## config.mk

```make
export PLATFORM = sky130hd
export DESIGN_NAME = sit_pending
export DESIGN_NICKNAME = d
export VERILOG_FILES = /design/src/rtl/core/sit_pkg.sv /design/src/rtl/core/sit_pending.sv
export SDC_FILE = /design/constraint.sdc
export NUM_CORES = 2
export LEC_CHECK = 0
export BUFFER_PORTS_ARGS = -buffer_cell sky130_fd_sc_hd__buf_2
export CAP_MARGIN = 20
export CORE_ASPECT_RATIO = 1.75
export CORE_MARGIN = 2
export CORE_UTILIZATION = 25
export CTS_BUF_LIST = sky130_fd_sc_hd__clkbuf_8
export CTS_CLUSTER_DIAMETER = 80
export DETAILED_ROUTE_END_ITERATION = 10
export REMOVE_ABC_BUFFERS = 1
export SLEW_MARGIN = 0
export SYNTH_ARGS = -nofsm -noshare
export SYNTH_HDL_FRONTEND = slang
export SYNTH_SLANG_ARGS = --single-unit
```

## constraint.sdc

```tcl
create_clock -name aclk -period 3.1 [get_ports aclk]
set_input_delay 0 -clock aclk [delete_from_list [all_inputs] [get_ports aclk]]
set_output_delay 0 -clock aclk [all_outputs]
set_load 0.1 [all_outputs]
```

## src/rtl/core/sit_pkg.sv

```systemverilog
// ----------------------------------------------------------------------------
// sit_pkg: shared types and constants for the string intern table
// Sizes of the symbol table, byte store and pending buffer, result status
// codes, operation codes and the sequencer state type.
// ----------------------------------------------------------------------------
`default_nettype none

package sit_pkg;

    // Table and store sizes
    localparam int MAX_SYMBOLS = 256;
    localparam int STORE_BYTES = 4096;
    localparam int MAX_LENGTH  = 255;
    localparam int PEND_DEPTH  = 256;

    // Derived widths
    localparam int COUNT_W  = $clog2(MAX_SYMBOLS + 1);   // 0..MAX_SYMBOLS
    localparam int OFF_W    = $clog2(STORE_BYTES + 1);   // 0..STORE_BYTES
    localparam int STORE_AW = $clog2(STORE_BYTES);
    localparam int PEND_AW  = $clog2(PEND_DEPTH);
    localparam int LEN_W    = $clog2(MAX_LENGTH + 2);    // 0..MAX_LENGTH+1
    localparam int NUM_W    = 8;

    // Operation codes
    localparam logic OP_BYTE  = 1'b0;
    localparam logic OP_CLOSE = 1'b1;

    // Result status codes
    localparam logic [1:0] STATUS_OK       = 2'd0;
    localparam logic [1:0] STATUS_TOO_LONG = 2'd1;
    localparam logic [1:0] STATUS_FULL     = 2'd2;

    // Sequencer states
    typedef enum logic [3:0] {
        ST_IDLE,
        ST_LEN_WAIT,
        ST_LEN_CHK,
        ST_BYTE_WAIT,
        ST_BYTE_CHK,
        ST_MISS,
        ST_COPY_WAIT,
        ST_COPY_WR,
        ST_DONE
    } state_t;

endpackage

`default_nettype wire

```

## src/rtl/core/sit_pending.sv

```systemverilog
// ----------------------------------------------------------------------------
// sit_pending: pending string buffer
// Collects the bytes of the string being built, saturates its length one
// past the maximum, and offers one registered read port to the sequencer.
// ----------------------------------------------------------------------------
`default_nettype none

module sit_pending (
    input  wire logic                         aclk,
    input  wire logic                         aresetn,
    input  wire logic                         push,
    input  wire logic [7:0]                   push_byte,
    input  wire logic                         clear,
    input  wire logic [sit_pkg::PEND_AW-1:0]  rd_addr,
    output logic      [7:0]                   rd_data,
    output logic      [sit_pkg::LEN_W-1:0]    length
);

    logic [7:0]                mem [0:sit_pkg::PEND_DEPTH-1];
    logic [7:0]                rd_data_reg;
    logic [sit_pkg::LEN_W-1:0] len_reg;
    logic [sit_pkg::LEN_W-1:0] len_next;
    logic                      wr_en;

    // Length counter with saturation; a close empties the string
    always_comb begin
        len_next = len_reg;
        wr_en    = 1'b0;
        if (clear) begin
            len_next = '0;
        end else if (push) begin
            if (len_reg < sit_pkg::LEN_W'(sit_pkg::MAX_LENGTH)) begin
                wr_en    = 1'b1;
                len_next = len_reg + 1'b1;
            end else begin
                len_next = sit_pkg::LEN_W'(sit_pkg::MAX_LENGTH + 1);
            end
        end
    end

    always_ff @(posedge aclk) begin
        if (!aresetn) begin
            len_reg <= '0;
        end else begin
            len_reg <= len_next;
        end
    end

    // Byte buffer: one write, one registered read
    always_ff @(posedge aclk) begin
        if (wr_en) begin
            mem[len_reg[sit_pkg::PEND_AW-1:0]] <= push_byte;
        end
        rd_data_reg <= mem[rd_addr];
    end

    assign rd_data = rd_data_reg;
    assign length  = len_reg;

endmodule

`default_nettype wire
```

Word level (Yosys, flattened, before mapping)
Memory sizes are Yosys's and may differ from the RTL's. A register that Yosys moved wholly into a read port is not among the register bits.
Cells that the tools add are included.

cells by class
  eq/ne operators = 0
  bitwise gates (word level) = 1
  add/subtract/negate cells = 1
  reductions and logical operators = 1
  mux-type cells = 6
  $lt $le $gt $ge = 1
  shift-type cells = 0
  multiply operators = 0
  div/mod/pow operators = 0

operators with widths
  operator               number
  $add A9 B1 Y9 const B  1
  $lt A9 B8 Y1 const B   1
  $mux W9                1
  $mux W1                5
  $reduce_or A2 Y1       1
  $not A1 Y1             1

word-level totals
  input bits = 20
  output and inout port bits = 17
  bits in read-only memories = 0
  RAM bits = 2048
  latch bits = 0
  memories kept = 1
  bits in registers = 9

memories
  memory  depth  bits a word  read ports  clocked after memory_dff  wr ports  RTL line           RTL
  mem     256    8            1           1                         1         sit_pending.sv:19  logic [7:0] mem [0:sit_pkg::PEND_DEPTH-1];

Depth between registers and ports, before layout
  depth after elaboration = 6
  depth in mapped cells = 13
  depth with buffers taken out = 6

Worst setup path after synthesis
Ideal clock, no wire load.

  path type = register -> register
  start = register len_reg (netlist bit length[5])
  end = memory mem[223][0], enable pin
  path slack = 0.070 ns
  period minus slack after synthesis = 3.030 ns
  arrival = 2.660 ns
  required time = 2.730 ns
  stages on the path, launching flop included = 9
  setup time = 0.370 ns
  cell sequence = dfxtp_1 and2_1 clkbuf_1 and3_1 a21o_1 or3_1 clkbuf_1 clkbuf_1 nor2_1

between the ends
  word-level cells in the longest chain between the ends = 6

RTL lines
  item                           RTL line           RTL
  from (decl)                    sit_pending.sv:21  logic [sit_pkg::LEN_W-1:0] len_reg;
  from (signal assigned)         sit_pending.sv:45  len_reg <= len_next;
  $lt A9 B8 Y1                   sit_pending.sv:32  if (len_reg < sit_pkg::LEN_W'(sit_pkg::MAX_LENGTH)) begin
  $mux W1                        sit_pending.sv:32
  $mux W1                        sit_pending.sv:31  end else if (push) begin
  $mux W1                        sit_pending.sv:29  if (clear) begin
  $mux W1                        sit_pending.sv:51  if (wr_en) begin
  $mux W1 (implied by the code)  sit_pending.sv:52  mem[len_reg[sit_pkg::PEND_AW-1:0]] <= push_byte;
  to (decl)                      sit_pending.sv:19

Parallel ways exist; a longest one is shown, timed or not.

Worst setup path in the final report
  start = register len_reg (netlist bit length[8])
  end = memory mem[250][7], enable pin

between the ends
  word-level cells in the longest chain between the ends = 6

RTL lines
  item                           RTL line
  $lt A9 B8 Y1                   sit_pending.sv:32
  $mux W1                        sit_pending.sv:32
  $mux W1                        sit_pending.sv:31
  $mux W1                        sit_pending.sv:29
  $mux W1                        sit_pending.sv:51
  $mux W1 (implied by the code)  sit_pending.sv:52

No other way between the ends.

==> impl_metrics.csv <==
group,metric,value,unit
floorplanning,io-pin-count,37,
route,vias_per_cell,4.625,
power,power_density,562.1,mW/mm2
sta,relSlewSlack,24.93,%
clock_tree,cts.htree.levels,4,
sta,max_slew.worst_pin.slew,1.114,ns
synthesis,ys_seq_area_share,77.17,%
worst_setup_path,cpPeakStageDelay,0.86,ns
synthesis,async_reset_ff_share,0,%
synthesis,ys_warn_count,0,
final_layout,nets,4292,
worst_setup_path,rr_endpoint,"mem[250][7]",
sta,timing.final.crit_share,89.17,%
floorplanning,die-area,0.3253,mm2
worst_setup_path,endpoint,"mem[250][7]",
synthesis,synth_ff_type,"edfxtp_1",
worst_setup_path,crit_required,3.64,ns
worst_setup_path,crit_path_start,"length[8]",
final_layout,final_cells,8627,
global_routing,antenna_found_initial,3,
global_routing,grt-ovfl-total,0,
route,avgRoutedWirePerCell,25.37,um
route,drtIter0Drc,3457,
place,place_congestion,0.8348,
route,wl,218900,um
global_routing,grt_max_degree,97,
synthesis,netlist_area,0.08013,mm2
route,first_pass_iters,6,
route,antenna_left,0,
floorplanning,num_rows,275,
sta,rsz0062_at_grt,"no",
synthesis,syn_area_per_cell,21.79,um2
synthesis,synth-edff-count,2048,
floorplanning,die_y,753.0,um
sta,fin_worst_skew,0.1198,ns
worst_setup_path,cp-start-kind,"register",
worst_setup_path,cpMaxStageDelayCell,"nor2_1",
route,num_vias,39900,
worst_setup_path,crit_fanout,9,
final_layout,final_core_util,29.33,%
power,p_leak,29.40,nW
flow_run,cap_violations,0,
synthesis,synthCells,3678,
route,drcViolationCount,0,
clock_tree,cts_buffer_depth,4,
floorplanning,start_util,25.07,%
sta,drv_slew,0,
place,placed_cells,8153,
clock_tree,cts_setup_buffers,0,
synthesis,synth.distinct_cells,53,
final_layout,area_growth,16.99,%
worst_setup_path,cp.arrival,3.31,ns
floorplanning,core,0.3197,mm2
worst_setup_path,end_kind,"register",
clock_tree,cts_root_buffer,"clkbuf_8",
clock_tree,worst_skew_pair.late_latency,1.03,ns
sta,period_needed,2.764,ns
place,dpl.hpwl,145700,um
clock_tree,ctsResizeCount,0,
outcome,outcome,"completed",
final_layout,n_fill_cell,30830,
worst_hold_path,min_path_type,"input port to register",
place,numPortBuffers,36,
sta,hold_viol,0,
clock_tree,path_clk_slew,0.08,ns
global_routing,grt_pass1_vias,41940,
global_routing,grtUsageTotal,13.20,%
clock_tree,cts_hold_buf,19,
sta,max_freq,361.7,MHz
floorplanning,die_w,432.0,um
worst_setup_path,reg2reg_from,"length[8]",
synthesis,ys_ff_latch,2065,
final_layout,largest_reg_flops,2048,
global_routing,grt_pass1_wl,311300,um
final_layout,drive_gt1_share,31.73,%
clock_tree,cts_buffers,248,
clock_tree,cts_tree,"yes",
clock_tree,cts.sinks,2065,
worst_setup_path,path_cells,"nand2b_1 > nor3b_1 > buf_4 > nand2_2 > nor2_1",
power,irDropWorstVdd,415.7,uV
worst_setup_path,critPathKind,"register to register",
sta,setup_viol,0,
worst_setup_path,ff2ff_path_depth,5,
worst_setup_path,r2r_slack,0.34,ns
how the worst min path moves through the flow:
stage / startpoint / end / slack [ns] / cells after the start
finish: rd_addr[4] / rd_data[4] / 0.09 / 5
detailed placement: push / length[7] / 0.30 / 2
CTS: rd_addr[4] / rd_data[4] / 0.02 / 5
floorplan: push_byte[0] / mem[0][0] / 0.1 / 0
global route: rd_addr[2] / rd_data[6] / 0.08 / 5
global placement: push / length[7] / 0.29 / 2
layout make-up:
cell class	instances	area, um2	share of cell area, %
Sequential cell	2065	61840	65.96
Multi-Input combinational cell	1391	17090	18.23
Clock inverter	194	1222	1.304
Timing Repair Buffer	556	4860	5.184
Inverter	6	26.28	0.02803
Clock buffer	254	3496	3.729
Tap cell	4155	5199	5.545
Antenna cell	6	15.01	0.01602
metal layers:
metal  vias to the layer above  GRT usage [%]  wire length [um]
met3                       433          2.040             10020
met5                         -              0                 0
met4                         0          7.401             12520
li1                      16600              -                 -
met1                     21550          13.41             73510
met2                      1316          25.27            122800
cells in the final DEF, fill, tap and decap left out, types with 10 or more instances in the layout:
cell type         n
edfxtp_1       2048
nor2_1          302
o22ai_1          34
nor2b_1          13
a221oi_1         10
a21oi_1          41
o21ai_0          22
mux2i_1         137
clkinv_1         65
buf_4           449
mux2_2           28
dfxtp_1          17
a211oi_1         13
a22o_1           17
nor3_1           29
a31oi_1          14
buf_2            26
inv_1            66
clkinv_2         40
mux4_2          517
a22oi_1          10
dlygate4sd3_1    19
o221ai_1         46
bufinv_16        15
buf_12           51
clkbuf_8        262
nand3_1          12
nand2_1          62
cells in the mapped netlist, types with 17 or more instances:
master | instances | area, um2
edfxtp_1 | 2048 | 61500
mux4_2 | 517 | 11640
nor2_1 | 302 | 1134
mux2i_1 | 137 | 1371
clkbuf_1 | 96 | 360.4
nand2_1 | 67 | 251.5
buf_2 | 56 | 280.3
o221ai_1 | 46 | 402.9
a21oi_1 | 41 | 205.2
o22ai_1 | 34 | 212.7
nor3_1 | 29 | 145.1
mux2_2 | 28 | 315.3
buf_6 | 25 | 281.5
o21ai_0 | 22 | 110.1
buf_1 | 18 | 67.56
a22o_1 | 17 | 148.9
dfxtp_1 | 17 | 340.3
worst max-delay path: cells and delay by family (launching register included):
kind	cells	cell delay, ns
and+or+nand+nor	4	1.80
buffers and inverters	1	0.17
DFF	1	0.36
metrics by stage:
| stage | TNS [ns] | hold slack [ns] | instance area [um2] | total power, mW | setup WS [ns] |
|---|---|---|---|---|---|
| global route | 0 | 0.08461 | 93730 | 54.20 | 0.2039 |
| global placement | -1.035 | 0.2879 | 88800 | 34.51 | -0.4877 |
| finish | 0 | 0.08652 | 93750 | 52.70 | 0.3356 |
| detailed placement | -0.5565 | 0.2990 | 88820 | 34.54 | -0.1913 |
| floorplan | 0 | 0.09887 | 78930 | 32.57 | 0.1941 |
| CTS | 0 | 0.02123 | 93720 | 53.19 | 0.2774 |
report_power, final:
| group | switching (mW) | leakage (nW) | internal, mW |
|---|---|---|---|
| sequential | 0.0605 | 18.5 | 30.7 |
| combinational | 1.99 | 8.21 | 1.16 |
| clock | 9.93 | 2.64 | 8.88 |
| total | 12.0 | 29.4 | 40.7 |
cells by family (layout without fill, tap and decap cells):
logic type	after synthesis	in the layout	share of synthesized area, %
AO/OA/AOI/OAI	246	246	2.194
adder cells (fa/ha/maj)	4	4	0.06246
buffers and inverters	222	1010	1.532
flip-flops	2065	2065	77.17
multiplexers	682	682	16.63
other	0	6	0
AND/OR/NAND/NOR	459	459	2.408
(Power assumes the default switching activity.)
